## config.mk

```make
export PLATFORM = sky130hd
export DESIGN_NAME = preemptive_priority_scheduler_unit
export DESIGN_NICKNAME = d
export VERILOG_FILES = /design/src/hw/rtl/pps_pkg.sv /design/src/hw/rtl/pps_ram.sv /design/src/hw/rtl/pps_scan.sv /design/src/hw/rtl/preemptive_priority_scheduler_unit.sv
export SDC_FILE = /design/constraint.sdc
export NUM_CORES = 1
export LEC_CHECK = 0
export BUFFER_PORTS_ARGS = -buffer_cell sky130_fd_sc_hd__clkbuf_2
export CAP_MARGIN = 20
export CORE_MARGIN = 5
export CORE_UTILIZATION = 56
export CTS_CLUSTER_DIAMETER = 200
export DETAILED_ROUTE_END_ITERATION = 7
export PLACE_DENSITY = 0.76
export SYNTH_ARGS = -nofsm -noshare
export SYNTH_HDL_FRONTEND = slang
export SYNTH_SLANG_ARGS = --single-unit
```

## constraint.sdc

```tcl
create_clock -name clk -period 13.2 [get_ports clk]
set_input_delay 2.64 -clock clk [delete_from_list [all_inputs] [get_ports clk]]
set_output_delay 2.64 -clock clk [all_outputs]
set_load 0.005 [all_outputs]
```

## src/hw/rtl/pps_pkg.sv

```systemverilog
// Shared types and constants for the preemptive priority scheduler.
package pps_pkg;

	localparam int ID_W   = 22;
	localparam int TIME_W = 16;
	localparam int PRIO_W = 8;
	localparam int STAT_W = 2;

	// result status codes
	localparam logic [STAT_W-1:0] STAT_RUN  = 2'd0;
	localparam logic [STAT_W-1:0] STAT_WAIT = 2'd1;
	localparam logic [STAT_W-1:0] STAT_FULL = 2'd2;

	// one wait queue entry
	typedef struct packed {
		logic [ID_W-1:0]   id;
		logic [TIME_W-1:0] tm;
		logic [PRIO_W-1:0] prio;
	} entry_t;

	// running results of one pass over the queue
	typedef struct packed {
		logic hit;    // caller id found
		logic less;   // some waiter beats the runner's priority
		logic found;  // first entry with larger priority seen
	} scan_flags_t;

endpackage

```

## src/hw/rtl/pps_ram.sv

```systemverilog
// Generic single write port, single read port RAM with registered read.
module pps_ram #(
	parameter int WIDTH = 46,
	parameter int DEPTH = 16
) (
	input  logic                     clk,
	input  logic                     we,
	input  logic [$clog2(DEPTH)-1:0] waddr,
	input  logic [WIDTH-1:0]         wdata,
	input  logic                     re,
	input  logic [$clog2(DEPTH)-1:0] raddr,
	output logic [WIDTH-1:0]         rdata
);

	logic [WIDTH-1:0] mem_q [DEPTH];
	logic [WIDTH-1:0] rdata_q;

	always_ff @(posedge clk) begin
		if (we) begin
			mem_q[waddr] <= wdata;
		end
		if (re) begin
			rdata_q <= mem_q[raddr];
		end
	end

	assign rdata = rdata_q;

endmodule

```

## src/hw/rtl/pps_scan.sv

```systemverilog
// Compare unit: checks one queue entry per cycle and accumulates search results.
module pps_scan #(
	parameter int DEPTH = 16
) (
	input  logic                          clk,
	input  logic                          arst_n,
	input  logic                          clr,
	input  logic                          vld,
	input  logic [$clog2(DEPTH)-1:0]      idx,
	input  pps_pkg::entry_t               ent,
	input  logic [pps_pkg::ID_W-1:0]      key_id,
	input  logic [pps_pkg::PRIO_W-1:0]    key_prio,
	input  logic [pps_pkg::PRIO_W-1:0]    run_prio,
	output pps_pkg::scan_flags_t          flags,
	output logic [$clog2(DEPTH)-1:0]      hit_idx,
	output logic [$clog2(DEPTH)-1:0]      pos_idx,
	output pps_pkg::entry_t               head
);

	pps_pkg::scan_flags_t            flags_q;
	logic [$clog2(DEPTH)-1:0]        hit_idx_q;
	logic [$clog2(DEPTH)-1:0]        pos_idx_q;
	pps_pkg::entry_t                 head_q;
	logic                            hit_now;
	logic                            less_now;
	logic                            pos_now;

	// first match only for id and insert point
	assign hit_now  = vld && !flags_q.hit && (ent.id == key_id);
	assign less_now = vld && (ent.prio < run_prio);
	assign pos_now  = vld && !flags_q.found && (ent.prio > key_prio);

	always_ff @(posedge clk or negedge arst_n) begin
		if (!arst_n) begin
			flags_q <= '0;
		end else if (clr) begin
			flags_q <= '0;
		end else begin
			if (hit_now) flags_q.hit <= 1'b1;
			if (less_now) flags_q.less <= 1'b1;
			if (pos_now) flags_q.found <= 1'b1;
		end
	end

	always_ff @(posedge clk) begin
		if (hit_now) hit_idx_q <= idx;
		if (pos_now) pos_idx_q <= idx;
		if (vld && (idx == '0)) head_q <= ent;
	end

	assign flags   = flags_q;
	assign hit_idx = hit_idx_q;
	assign pos_idx = pos_idx_q;
	assign head    = head_q;

endmodule

```

## src/hw/rtl/preemptive_priority_scheduler_unit.sv

```systemverilog
// Top level of the preemptive priority scheduler: sequencer, runner state, wait queue.
//
// channel   direction  handshake                 word
// request   in         start & !busy             caller_id, job_time, job_priority
// result    out        done (one cycle, no hold) status, running_valid, running_id
//
// One request at a time; busy stays high from acceptance until the done cycle,
// and a new request may be taken in the done cycle itself.
// A grant, update or refusal takes one scan over the N waiters; a removal also shifts
// every entry behind the removed one, an insertion every entry behind the insert point;
// a preemption runs scan, removal, a second scan and insertion. The single compare unit
// and the one read port of the queue RAM, one entry per cycle, set the pace of each pass.
// Reset clears the runner and the queue count; queue RAM contents need no clearing.
// The receiver cannot stall: each result shows for exactly one cycle.
module preemptive_priority_scheduler_unit #(
	parameter int QUEUE_DEPTH = 16
) (
	input  logic                          clk,
	input  logic                          arst_n,
	input  logic                          start,
	output logic                          busy,
	input  logic [pps_pkg::ID_W-1:0]      caller_id,
	input  logic [pps_pkg::TIME_W-1:0]    job_time,
	input  logic [pps_pkg::PRIO_W-1:0]    job_priority,
	output logic                          done,
	output logic [pps_pkg::STAT_W-1:0]    status,
	output logic                          running_valid,
	output logic [pps_pkg::ID_W-1:0]      running_id
);

	localparam int AW = $clog2(QUEUE_DEPTH);
	localparam int CW = $clog2(QUEUE_DEPTH + 1);

	// sequencer codes
	localparam logic [2:0] ST_IDLE   = 3'd0;
	localparam logic [2:0] ST_SCAN   = 3'd1;
	localparam logic [2:0] ST_DECIDE = 3'd2;
	localparam logic [2:0] ST_SHDN   = 3'd3;
	localparam logic [2:0] ST_SHUP   = 3'd4;
	localparam logic [2:0] ST_PUT    = 3'd5;

	logic [2:0]                    state_q;
	logic [CW-1:0]                 count_q;   // waiters in queue
	logic [CW-1:0]                 ptr_q;     // read pointer for scan and shifts
	logic [CW-1:0]                 pos_q;     // insert point
	logic                          pre_q;     // preemption: second pass inserts old runner
	logic                          done_q;
	logic [pps_pkg::STAT_W-1:0]    status_q;

	// runner
	logic                          run_valid_q;
	logic [pps_pkg::ID_W-1:0]      run_id_q;
	logic [pps_pkg::TIME_W-1:0]    run_rem_q;
	logic [pps_pkg::PRIO_W-1:0]    run_prio_q;

	// latched request
	logic [pps_pkg::ID_W-1:0]      in_id_q;
	logic [pps_pkg::TIME_W-1:0]    in_time_q;
	logic [pps_pkg::PRIO_W-1:0]    in_prio_q;

	// RAM read pipeline
	logic                          rvld_s1;
	logic [AW-1:0]                 ridx_s1;

	logic                          ram_we;
	logic [AW-1:0]                 ram_waddr;
	pps_pkg::entry_t               ram_wdata;
	logic                          ram_re;
	logic [AW-1:0]                 ram_raddr;
	pps_pkg::entry_t               ram_rdata;

	pps_pkg::scan_flags_t          flags;
	logic [AW-1:0]                 hit_idx;
	logic [AW-1:0]                 pos_idx;
	pps_pkg::entry_t               head;

	logic                          accept;
	logic                          scan_clr;
	logic                          scan_vld;
	logic                          is_fin;
	logic                          own;
	logic                          do_upd;
	logic                          preempt_go;
	logic                          shdn_end;
	pps_pkg::entry_t               new_ent;

	assign accept  = start && (state_q == ST_IDLE);
	assign busy    = (state_q != ST_IDLE);
	assign is_fin  = (in_time_q == '0);
	assign own     = run_valid_q && (in_id_q == run_id_q);
	assign new_ent = '{id: in_id_q, tm: in_time_q, prio: in_prio_q};

	// in-place rewrite of an existing waiter
	assign do_upd     = !pre_q && !is_fin && run_valid_q && !own && flags.hit;
	// runner renewed while a waiter has strictly better priority
	assign preempt_go = !pre_q && !is_fin && own && flags.less;

	assign shdn_end = (state_q == ST_SHDN) && (ptr_q == count_q) && !rvld_s1;
	assign scan_clr = accept || (shdn_end && pre_q);
	assign scan_vld = rvld_s1 && (state_q == ST_SCAN);

	// queue RAM port steering
	always_comb begin
		ram_re    = 1'b0;
		ram_raddr = ptr_q[AW-1:0];
		ram_we    = 1'b0;
		ram_waddr = ridx_s1;
		ram_wdata = ram_rdata;
		unique case (state_q)
			ST_SCAN: begin
				ram_re = (ptr_q != count_q);
			end
			ST_DECIDE: begin
				ram_we    = do_upd;
				ram_waddr = hit_idx;
				ram_wdata = new_ent;
			end
			ST_SHDN: begin
				// move entry up one slot toward the head
				ram_re    = (ptr_q != count_q);
				ram_we    = rvld_s1;
				ram_waddr = ridx_s1 - AW'(1);
			end
			ST_SHUP: begin
				// open a gap at the insert point, walking from the tail
				ram_re    = (ptr_q != pos_q);
				ram_raddr = AW'(ptr_q - CW'(1));
				ram_we    = rvld_s1;
				ram_waddr = ridx_s1 + AW'(1);
			end
			ST_PUT: begin
				ram_we    = 1'b1;
				ram_waddr = pos_q[AW-1:0];
				ram_wdata = new_ent;
			end
			default: begin
			end
		endcase
	end

	always_ff @(posedge clk or negedge arst_n) begin
		if (!arst_n) begin
			rvld_s1 <= 1'b0;
		end else begin
			rvld_s1 <= ram_re;
		end
	end

	always_ff @(posedge clk) begin
		if (ram_re) ridx_s1 <= ram_raddr;
	end

	// request latch; preemption swaps in the old runner's priority for the insert
	always_ff @(posedge clk) begin
		if (accept) begin
			in_id_q   <= caller_id;
			in_time_q <= job_time;
			in_prio_q <= job_priority;
		end else if ((state_q == ST_DECIDE) && preempt_go) begin
			in_prio_q <= run_prio_q;
		end
	end

	// sequencer
	always_ff @(posedge clk or negedge arst_n) begin
		if (!arst_n) begin
			state_q     <= ST_IDLE;
			count_q     <= '0;
			ptr_q       <= '0;
			pos_q       <= '0;
			pre_q       <= 1'b0;
			done_q      <= 1'b0;
			status_q    <= pps_pkg::STAT_RUN;
			run_valid_q <= 1'b0;
			run_id_q    <= '0;
			run_rem_q   <= '0;
			run_prio_q  <= '0;
		end else begin
			done_q <= 1'b0;
			unique case (state_q)
				ST_IDLE: begin
					if (start) begin
						ptr_q   <= '0;
						pre_q   <= 1'b0;
						state_q <= ST_SCAN;
					end
				end
				ST_SCAN: begin
					if (ptr_q != count_q) begin
						ptr_q <= ptr_q + CW'(1);
					end else if (!rvld_s1) begin
						state_q <= ST_DECIDE;
					end
				end
				ST_DECIDE: begin
					status_q <= pps_pkg::STAT_RUN;
					if (pre_q) begin
						// second pass done: insert old runner
						pos_q   <= flags.found ? CW'(pos_idx) : count_q;
						ptr_q   <= count_q;
						state_q <= ST_SHUP;
					end else if (is_fin) begin
						if (own) begin
							if (count_q == '0) begin
								run_valid_q <= 1'b0;
								run_id_q    <= '0;
								run_rem_q   <= '0;
								run_prio_q  <= '0;
								done_q      <= 1'b1;
								state_q     <= ST_IDLE;
							end else begin
								run_id_q   <= head.id;
								run_rem_q  <= head.tm;
								run_prio_q <= head.prio;
								ptr_q      <= CW'(1);
								state_q    <= ST_SHDN;
							end
						end else if (flags.hit) begin
							ptr_q   <= CW'(hit_idx) + CW'(1);
							state_q <= ST_SHDN;
						end else begin
							done_q  <= 1'b1;
							state_q <= ST_IDLE;
						end
					end else if (!run_valid_q) begin
						// idle block grants at once
						run_valid_q <= 1'b1;
						run_id_q    <= in_id_q;
						run_rem_q   <= in_time_q;
						run_prio_q  <= in_prio_q;
						done_q      <= 1'b1;
						state_q     <= ST_IDLE;
					end else if (own) begin
						if (flags.less) begin
							run_id_q   <= head.id;
							run_rem_q  <= head.tm;
							run_prio_q <= head.prio;
							pre_q      <= 1'b1;
							ptr_q      <= CW'(1);
							state_q    <= ST_SHDN;
						end else begin
							run_rem_q <= in_time_q;
							done_q    <= 1'b1;
							state_q   <= ST_IDLE;
						end
					end else if (flags.hit) begin
						status_q <= pps_pkg::STAT_WAIT;
						done_q   <= 1'b1;
						state_q  <= ST_IDLE;
					end else if (count_q == CW'(QUEUE_DEPTH)) begin
						status_q <= pps_pkg::STAT_FULL;
						done_q   <= 1'b1;
						state_q  <= ST_IDLE;
					end else begin
						status_q <= pps_pkg::STAT_WAIT;
						pos_q    <= flags.found ? CW'(pos_idx) : count_q;
						ptr_q    <= count_q;
						state_q  <= ST_SHUP;
					end
				end
				ST_SHDN: begin
					if (ptr_q != count_q) begin
						ptr_q <= ptr_q + CW'(1);
					end else if (!rvld_s1) begin
						count_q <= count_q - CW'(1);
						if (pre_q) begin
							ptr_q   <= '0;
							state_q <= ST_SCAN;
						end else begin
							done_q  <= 1'b1;
							state_q <= ST_IDLE;
						end
					end
				end
				ST_SHUP: begin
					if (ptr_q != pos_q) begin
						ptr_q <= ptr_q - CW'(1);
					end else if (!rvld_s1) begin
						state_q <= ST_PUT;
					end
				end
				ST_PUT: begin
					count_q <= count_q + CW'(1);
					pre_q   <= 1'b0;
					done_q  <= 1'b1;
					state_q <= ST_IDLE;
				end
				default: begin
					state_q <= ST_IDLE;
				end
			endcase
		end
	end

	pps_ram #(
		.WIDTH ($bits(pps_pkg::entry_t)),
		.DEPTH (QUEUE_DEPTH)
	) u_queue (
		.clk   (clk),
		.we    (ram_we),
		.waddr (ram_waddr),
		.wdata (ram_wdata),
		.re    (ram_re),
		.raddr (ram_raddr),
		.rdata (ram_rdata)
	);

	pps_scan #(
		.DEPTH (QUEUE_DEPTH)
	) u_scan (
		.clk      (clk),
		.arst_n   (arst_n),
		.clr      (scan_clr),
		.vld      (scan_vld),
		.idx      (ridx_s1),
		.ent      (ram_rdata),
		.key_id   (in_id_q),
		.key_prio (in_prio_q),
		.run_prio (run_prio_q),
		.flags    (flags),
		.hit_idx  (hit_idx),
		.pos_idx  (pos_idx),
		.head     (head)
	);

	assign done          = done_q;
	assign status        = status_q;
	assign running_valid = run_valid_q;
	assign running_id    = run_id_q;

`ifndef SYNTHESIS
	// queue never overfills
	a_count_bound: assert property (@(posedge clk) disable iff (!arst_n)
		count_q <= CW'(QUEUE_DEPTH))
		else $error("wait queue count above depth");

	// an idle block has no waiters
	a_idle_empty: assert property (@(posedge clk) disable iff (!arst_n)
		!run_valid_q |-> (count_q == '0))
		else $error("waiters present with no runner");

	// full status only when the queue really is full
	a_full_status: assert property (@(posedge clk) disable iff (!arst_n)
		(done_q && (status_q == pps_pkg::STAT_FULL)) |-> (count_q == CW'(QUEUE_DEPTH)))
		else $error("full status with free slot");

	// a queue insert grows the count by exactly one
	a_put_grow: assert property (@(posedge clk) disable iff (!arst_n)
		(state_q == ST_PUT) |=> (count_q == $past(count_q) + CW'(1)))
		else $error("insert did not grow queue");

	// the result strobe comes only as the sequencer returns to idle
	a_done_idle: assert property (@(posedge clk) disable iff (!arst_n)
		done_q |-> (state_q == ST_IDLE) && !$past(state_q == ST_IDLE))
		else $error("result strobe outside item completion");
`endif

endmodule

```

==> results.md <==
* Clock transition at the registers of the reported paths at approximately 0.06 ns
* H-tree depth at 3
* Resize count post-CTS at 0
* Setup Skew at about 0.017 ns
* PwrDens at 229 nW/µm²
* Final wirelength at a little over 60 mm
* Synth warn at 0
* TNS Setup at 0 ns
* HP Class: reg -> reg
* RSZ-0062 raised after global routing: no
* Clk root buf: clkbuf_16
* Upper clock frequency limit at 217 MHz
* Nets at ~1600
* Reg2reg setup slack at 8.59 ns
* Synth Area per Inst at between 15 and 20 µm²
* Initial DRC Count at roughly 1700
* Hold Crit Depth at 0
* Critical Path AT at just under 5 ns
* Core ar. at around 48000 µm²
* Least-Margin Pin Slew at 1.09 ns
* Power, Total at 6960 µW
* Fin cells at 2232
* Slew headroom at 27.4%
* DP HPWL at between 30 and 40 mm
* Cell area after synthesis at between 20000 and 30000 µm²
* Top cells by count, synth: edfxtp_1, mux4_2, mux2i_1, nand2_1, dfrtp_1
* Number of antenna violations at the first check in global routing at 1
* Via count at 14100
* Area growth syn-to-layout at 12.8%
* Worst IR drop on VDD at 152 µV
* Status: finished clean
* Fin crit period at about 4.6 ns
* Antenna diodes at 0
* Top cell type's share of synthesized area at 66.6%
* Crit Path Category: reg -> reg
* R2R cell count at 10
* Post-synthesis async set-or-reset flop share at under 10%
* Count of final setup violators at 0
* # Post-CTS Setup Buffers at 0
* Dominant cell type by area after synthesis: edfxtp_1
* Remaining global-route overflow at 0
* Ys flop type: edfxtp_1
* Initial Utilization at between 50% and 60%
* Critical path capture point type: flip-flop
* Cell Rows at 80
* Reg2reg end: u_queue.mem_q[6][31]$_DFFE_PP_
* CP cell instances: nor2_1, nand2_1, ha_1, a21o_1, a21oi_1, xnor2_1, nor2_1, a211oi_1, nand3_1, nor2_4
* Chip Height at between 200 and 250 µm
* Cell count after synthesis at 1473
* Hold path endpoint: u_scan.head[0]$_DFFE_PP_
* Hold Vio Cnt, Final at 0
* Sequential element share of the synthesized area at a little under three quarters
* Synthesized flop and latch total at about 660
* Gpl congestion at 0.894
* # IOs at 76
* DR WL/cell at roughly 27 µm
* Critical Path RT at 13.41 ns
* Layout cells sized above 1 at 23.6%
* Largest net degree at the start of global routing at just over 70
* Post-route ant nets at 0
* Hold Path Origin: u_queue.rdata[0]$_DFFE_PP_
* Die area at 52700 µm²
* Clk Latency, worst-skew pair at approximately 0.6 ns
* CTS Buf Count at 66
* Cell mode on critical path: nor2_1
* DRC viols at 0
* Startpoint types: flip-flop
* First-pass GRT wire length at 91.8 mm
* Cell with the most instances after synthesis: edfxtp_1
* Num Clock Sinks at between 600 and 700
* CTS tree: built
* Pleak at just over 0.01 µW
* Slowest stage cell, crit path: dfrtp_1
* Crit Reg-Reg Startpoint: state_q[0]$_DFFE_PN0P_
* Vias in the first global route at 14500
* Synthesized Nets at 1548
* Synth cell types at 65
* Chip width at about 230 µm
* Hold buffers post-CTS at 0
* Detailed-router iteration count before antenna repair at 5
* Pins over their slew limit at 0
* Port Buffers at 75
* Number of enable flip-flop cells after synthesis at 598
* Final Cycle Share at a little over a third
* Top cells by area, synth: edfxtp_1, mux4_2, dfrtp_1
* Max Cap Viol at 0
* Total track usage at roughly 23%
* DR vias/cell at 6.34
* Placed insts at ~2100
* Max FO, Critical Path at 31
* Critical Path Max Stage Delay at between 0.9 and 1 ns
* CTS Buffer Depth at 3
==> registers in the layout, indices dropped and copies added (netlist names), 5 cells and up <==
name           count
u_queue.mem_q    480
running_id        22
in_id_q           22
pos_q              5
count_q            5
u_queue.rdata     30
in_time_q         16
in_prio_q          8
run_prio_q         8
u_scan.head       30
ptr_q              5
==> per-stage QoR <==
step	worst slack, ns	utilization (%)	area (µm²)	hold slack (ns)
2_1_floorplan	8.31	-	27000	0.426
3_3_place_gp	8.67	58.8	28100	0.438
3_5_place_dp	8.59	58.8	28100	0.437
4_1_cts	8.55	63.3	30200	0.458
5_1_grt	8.20	63.8	30400	0.471
6_report	8.59	63.8	30400	0.466
==> metal layers <==
metal,GRT usage [%],share of wire (%),up-vias
li1,-,-,6076
met1,33.1,41,7330
met2,36.6,49,636
met3,4.89,7.9,101
met4,6.93,2.7,2
met5,0,0.021,-
==> worst max-delay path by stage <==
stage / from / endpoint / slack, ns
global placement: state_q[0]$_DFFE_PN0P_ / u_queue.mem_q[1][30]$_DFFE_PP_ / 8.67
CTS: state_q[0]$_DFFE_PN0P_ / u_queue.mem_q[1][40]$_DFFE_PP_ / 8.55
detailed placement: state_q[0]$_DFFE_PN0P_ / u_queue.mem_q[1][29]$_DFFE_PP_ / 8.59
global route: state_q[0]$_DFFE_PN0P_ / u_queue.mem_q[6][31]$_DFFE_PP_ / 8.20
floorplan: state_q[1]$_DFFE_PN0P_ / u_queue.mem_q[11][0]$_DFFE_PP_ / 8.31
finish: state_q[0]$_DFFE_PN0P_ / u_queue.mem_q[6][31]$_DFFE_PP_ / 8.59
==> kinds of logic after synthesis <==
kind of cell	synth area share, %
AO/OA/AOI/OAI	4.13
XOR/XNOR	2.21
adder cells (fa/ha/maj)	1.26
buffers and inverters	1.84
flip-flops	71.8
multiplexers	15.2
AND/OR/NAND/NOR	3.54
==> layout make-up <==
type	instances	area, µm²
clock buffer	87	1780
inverter	33	125
multi-input combinational	709	7260
timing repair buffer	103	738
tap	615	769
clock inverter	30	383
sequential	655	19400
fill	3201	17300
==> power by group <==
group	switching, µW	internal (µW)	leakage (µW)
Clock	779	1080	0.00105
Combinational	1200	837	0.00324
Sequential	206	2860	0.00608
Total	2180	4780	0.0104
==> cell usage in the layout (no fill, tap or decap), types with 6 or more instances in the layout <==
| cell | count |
|---|---|
| nor3_1 | 8 |
| bufinv_16 | 6 |
| nand2_1 | 57 |
| edfxtp_1 | 598 |
| xnor2_1 | 48 |
| a211oi_1 | 6 |
| clkinv_2 | 7 |
| clkbuf_2 | 74 |
| mux4_2 | 120 |
| dfrtp_1 | 57 |
| o21ai_0 | 56 |
| a21oi_1 | 27 |
| nand3_1 | 13 |
| nor2b_1 | 7 |
| nor4_1 | 9 |
| clkinv_1 | 10 |
| nand4_1 | 12 |
| mux2_2 | 35 |
| nand2b_1 | 8 |
| buf_4 | 18 |
| xor2_1 | 19 |
| buf_16 | 7 |
| nor2_1 | 27 |
| ha_1 | 23 |
| clkbuf_1 | 16 |
| a31oi_1 | 6 |
| a221oi_1 | 9 |
| clkbuf_16 | 66 |
| mux2i_1 | 100 |
| a22oi_1 | 26 |
| nor2_4 | 13 |
| inv_1 | 31 |
==> critical path: cells and delay by family, from the launching register on <==
family / cells / cell delay [ns]
AO/OA/AOI/OAI: 3 / 0.93
XOR/XNOR: 1 / 0.16
adder cells (fa/ha/maj): 1 / 0.29
flip-flops: 1 / 0.94
AND/OR/NAND/NOR: 5 / 1.85
Note: power is estimated with default switching activity, not from simulation.
